===== src/design/lrs_pkg.sv =====
// Shared types, codes and constants for the layout region stretch block.
package lrs_pkg;

    // Field widths of the item, result and configuration words
    localparam int CMD_W    = 2;
    localparam int INDEX_W  = 6;
    localparam int COORD_W  = 32;
    localparam int DIR_W    = 3;
    localparam int LABEL_W  = 6;
    localparam int AMOUNT_W = 32;
    localparam int CFG_W    = 7;

    // Output coordinates are clamped to this signed range
    localparam int COORD_BITS = 32;

    // Default table depths
    localparam int DEF_REGIONS = 64;
    localparam int DEF_LABELS  = 64;

    // Command codes
    localparam logic [CMD_W-1:0] CMD_REGION = 2'd0;
    localparam logic [CMD_W-1:0] CMD_LABEL  = 2'd1;
    localparam logic [CMD_W-1:0] CMD_QUERY  = 2'd2;

    // Direction codes as they arrive on the item channel
    localparam logic [DIR_W-1:0] MOVE_UP    = 3'd1;
    localparam logic [DIR_W-1:0] MOVE_DOWN  = 3'd2;
    localparam logic [DIR_W-1:0] MOVE_LEFT  = 3'd3;
    localparam logic [DIR_W-1:0] MOVE_RIGHT = 3'd4;

    // One stored region
    typedef struct packed {
        logic signed [COORD_W-1:0] left;
        logic signed [COORD_W-1:0] bottom;
        logic signed [COORD_W-1:0] right;
        logic signed [COORD_W-1:0] top;
        logic [DIR_W-1:0]          dir;
        logic [LABEL_W-1:0]        label;
    } t_region;

    // Controller states
    typedef enum logic [2:0] {
        ST_IDLE,
        ST_WALK,
        ST_DRAIN,
        ST_ADD,
        ST_MINMAX,
        ST_OUT
    } t_state;

    // Controller to datapath
    typedef struct packed {
        logic take;     // item channel ready
        logic issue;    // read the next region entry
        logic add;      // form the moved corner coordinates
        logic minmax;   // rebuild the rectangle
        logic load_out; // move the result into the output register
    } t_ctrl_cmd;

    // Datapath to controller
    typedef struct packed {
        logic item_valid;
        logic item_query;
        logic walk_done;
        logic pipe_empty;
        logic out_free;
    } t_ctrl_sts;

endpackage


===== src/design/lrs_ctrl.sv =====
// Sequencing state machine for writes and stretch queries.
module lrs_ctrl (
    input  logic               i_clk,
    input  logic               i_rst_n,
    input  lrs_pkg::t_ctrl_sts i_sts,
    output lrs_pkg::t_ctrl_cmd o_cmd
);

    lrs_pkg::t_state r_state;
    lrs_pkg::t_state n_state;

    // State register
    always_ff @(posedge i_clk) begin
        if (!i_rst_n) begin
            r_state <= lrs_pkg::ST_IDLE;
        end else begin
            r_state <= n_state;
        end
    end

    // Next state
    always_comb begin
        n_state = r_state;
        unique case (r_state)
            lrs_pkg::ST_IDLE: begin
                if (i_sts.item_valid && i_sts.item_query) begin
                    n_state = lrs_pkg::ST_WALK;
                end
            end
            lrs_pkg::ST_WALK: begin
                if (i_sts.walk_done) begin
                    n_state = lrs_pkg::ST_DRAIN;
                end
            end
            lrs_pkg::ST_DRAIN: begin
                if (i_sts.pipe_empty) begin
                    n_state = lrs_pkg::ST_ADD;
                end
            end
            lrs_pkg::ST_ADD: begin
                n_state = lrs_pkg::ST_MINMAX;
            end
            lrs_pkg::ST_MINMAX: begin
                n_state = lrs_pkg::ST_OUT;
            end
            lrs_pkg::ST_OUT: begin
                if (i_sts.out_free) begin
                    n_state = lrs_pkg::ST_IDLE;
                end
            end
            default: begin
                n_state = lrs_pkg::ST_IDLE;
            end
        endcase
    end

    // Outputs
    always_comb begin
        o_cmd = '0;
        unique case (r_state)
            lrs_pkg::ST_IDLE:   o_cmd.take     = 1'b1;
            lrs_pkg::ST_WALK:   o_cmd.issue    = !i_sts.walk_done;
            lrs_pkg::ST_DRAIN:  o_cmd          = '0;
            lrs_pkg::ST_ADD:    o_cmd.add      = 1'b1;
            lrs_pkg::ST_MINMAX: o_cmd.minmax   = 1'b1;
            lrs_pkg::ST_OUT:    o_cmd.load_out = i_sts.out_free;
            default:            o_cmd          = '0;
        endcase
    end

endmodule


===== config.mk =====
export PLATFORM = sky130hd
export DESIGN_NAME = lrs_ctrl
export DESIGN_NICKNAME = d
export VERILOG_FILES = /design/src/design/lrs_pkg.sv /design/src/design/lrs_ctrl.sv
export SDC_FILE = /design/constraint.sdc
export NUM_CORES = 1
export LEC_CHECK = 0
export ABC_AREA = 1
export BUFFER_PORTS_ARGS = -buffer_cell sky130_fd_sc_hd__buf_2
export CORE_AREA = 5 5 42 44
export DETAILED_ROUTE_END_ITERATION = 10
export DIE_AREA = 0 0 47 49
export GPL_TIMING_DRIVEN = 0
export PLACE_DENSITY = 0.4
export SYNTH_ARGS = -nofsm -noshare
export SYNTH_HDL_FRONTEND = slang
export SYNTH_SLANG_ARGS = --single-unit
export TNS_END_PERCENT = 10

===== constraint.sdc =====
create_clock -name i_clk -period 1.9 [get_ports i_clk]
set_input_delay 0.38 -clock i_clk [delete_from_list [all_inputs] [get_ports i_clk]]
set_output_delay 0.38 -clock i_clk [all_outputs]
set_load 0.02 [all_outputs]

==> results.toml <==
[run_status]
status = "complete, no violations"

[timing]
relSlewSlack_pct = 85.9
fin_setup_tns_ns = 0
tightest_slew_ns = 0.212
finalHoldViolCount = 0
slew_violations = 0
grt_setup_unrepaired = "no"
setup_ws_ns = 0.437
skew_ns = 0.00283
timing.fmax_ghz = 0.684
setup_violations = 0
period_share_pct = 77.0
finalCriticalPeriod_ns = 1.46

[clocking]
cts-root-buf = "clkbuf_4"
clock-sinks = 3
htree_levels = 1
cts_buffers = 3
cts_tree = "done"
clockBufferDepth = 2
postCtsHoldBufs = 0
cts.clk_slew.worst_paths_ns = 0.04
clkLatencyLatePin_ns = 0.23
cts_setup_buffers = 0
cts_resized = 0

[cells_and_area]
num-fill-cells = 190
regMostFlops = "r_state"
largestRegisters = "r_state: 3 flops"
multi_input_area_um2 = 126
final_area_um2 = 333
layout.nets = 66
final_cell_mix = "buf_2, nand2_1, inv_1"
ff_latch_area_um2 = 60.1
drive_above_1_share_pct = 34.5
largest_reg_flops = 3
insertedDiodeCount = 0
final_common_cell = "buf_2"
syn_to_final_growth_pct = 43.8

[route]
avgViaCountPerCell = 3.84
wl_per_cell_um = 8.18
drc = 0
num_vias = 284
routed_wl_um = 605
drtPass1Iterations = 2
drt_iter0_drc = 5
postRouteAntennaNets = 0

[global_route]
grt_util_all_layers_pct = 6.19
grt_pass1_wl_um = 1040
grt.overflow.total = 0
grt_antenna_before_repair = 0
grt_max_degree = 7
grt_pass1_vias = 292

[floorplanning]
pin_count = 12
dieArea_um2 = 2300
fp.dieW_um = 47
initial_core_util_pct = 16.5
core_area_um2 = 1400
die_h_um = 49
rows = 14

[critical_path]
worstPathRequired_ns = 1.52
crit_fanout = 6
criticalPathCategory = "flip-flop to output pin"
worst_setup_path_end_kind = "output pin"
start_kind = "flip-flop"
arrival_ns = 1.08

[placed_design]
dpl.hpwl_um = 499
port_buffers = 11
dpl_cell_area_um2 = 307
place_ws_ns = 0.668
place_congestion = 0.724

[run]
drv_cap = 0

[synth]
ys_seq_area_share_pct = 25.9
synth.distinct_cells = 11
syn_area_um2 = 231
avgSynthCellArea_um2 = 5.38
synth_seq_cells = 3
netlist_instances = 43
yosys_warnings = 0
syn_nets = 50

[power]
p_per_area_nw_per_um2 = 1320
vdd_drop_max_mv = 0.380
leakage_uw = 0.000204

[hold_path]
hp-class = "primary input to flip-flop"
==> layer usage <==
metal,global-route usage (%),wire length [um]
met1,6.13,239
met3,1.11,18
met4,5.53,6
met5,0,0
met2,10.2,341
==> area by class of cell <==
class                           instances  area share, %
Multi-Input combinational cell         28           38.0
Sequential cell                         3           18.0
Timing Repair Buffer                   11           16.5
Inverter                               12           13.5
Clock buffer                            4           7.89
Tap cell                               16           6.02
==> worst paths after layout <==
path         cells after the start  slack (ns)         end        from
max reg2reg                      6        0.84  r_state[0]  r_state[1]
max                              4        0.44    o_cmd[1]  r_state[1]
min reg2reg                      2        0.58  r_state[0]  r_state[0]
min                              3        0.38  r_state[0]     i_rst_n
==> cells by family after synthesis <==
logic type      count (synthesis)  share of synthesized area (%)
flops                           3                           25.9
compound gates                  3                           8.10
simple gates                   25                           46.5
buf+inv                        12                           19.5
==> synth_stat cells, drive strengths merged <==
cell | n | area share [%]
a21oi | 2 | 5.9
nor3 | 3 | 6.5
o21ai | 1 | 2.2
nand2 | 9 | 15
inv | 12 | 19
nor2 | 9 | 17
nand3 | 4 | 8.6
dfxtp | 3 | 26
==> stage by stage <==
step / util (%) / instances / total power [uW] / hold WS, ns
6_report: 23.8 / 74 / 438 / 0.379
5_1_grt: 23.8 / 74 / 489 / 0.391
4_1_cts: 23.8 / 74 / 451 / 0.371
3_5_place_dp: 21.9 / 70 / 332 / 0.587
3_3_place_gp: 21.9 / 70 / 332 / 0.587
2_1_floorplan: - / 43 / 272 / 0.501
==> worst max-delay path, stage by stage (launching register included) <==
cell and delay [ns]:
dfxtp_1 0.35, nor2_1 0.20, nand2_1 0.07, inv_1 0.07
buf_2 0.16
==> where the power goes <==
group	switching, uW	internal, uW	leakage, uW	total, uW
sequential	30.5	83.0	0.0000246	113
combinational	133	80.2	0.000165	213
clock	32.9	78.7	0.0000150	112
Note: power is estimated with default switching activity, not from simulation.
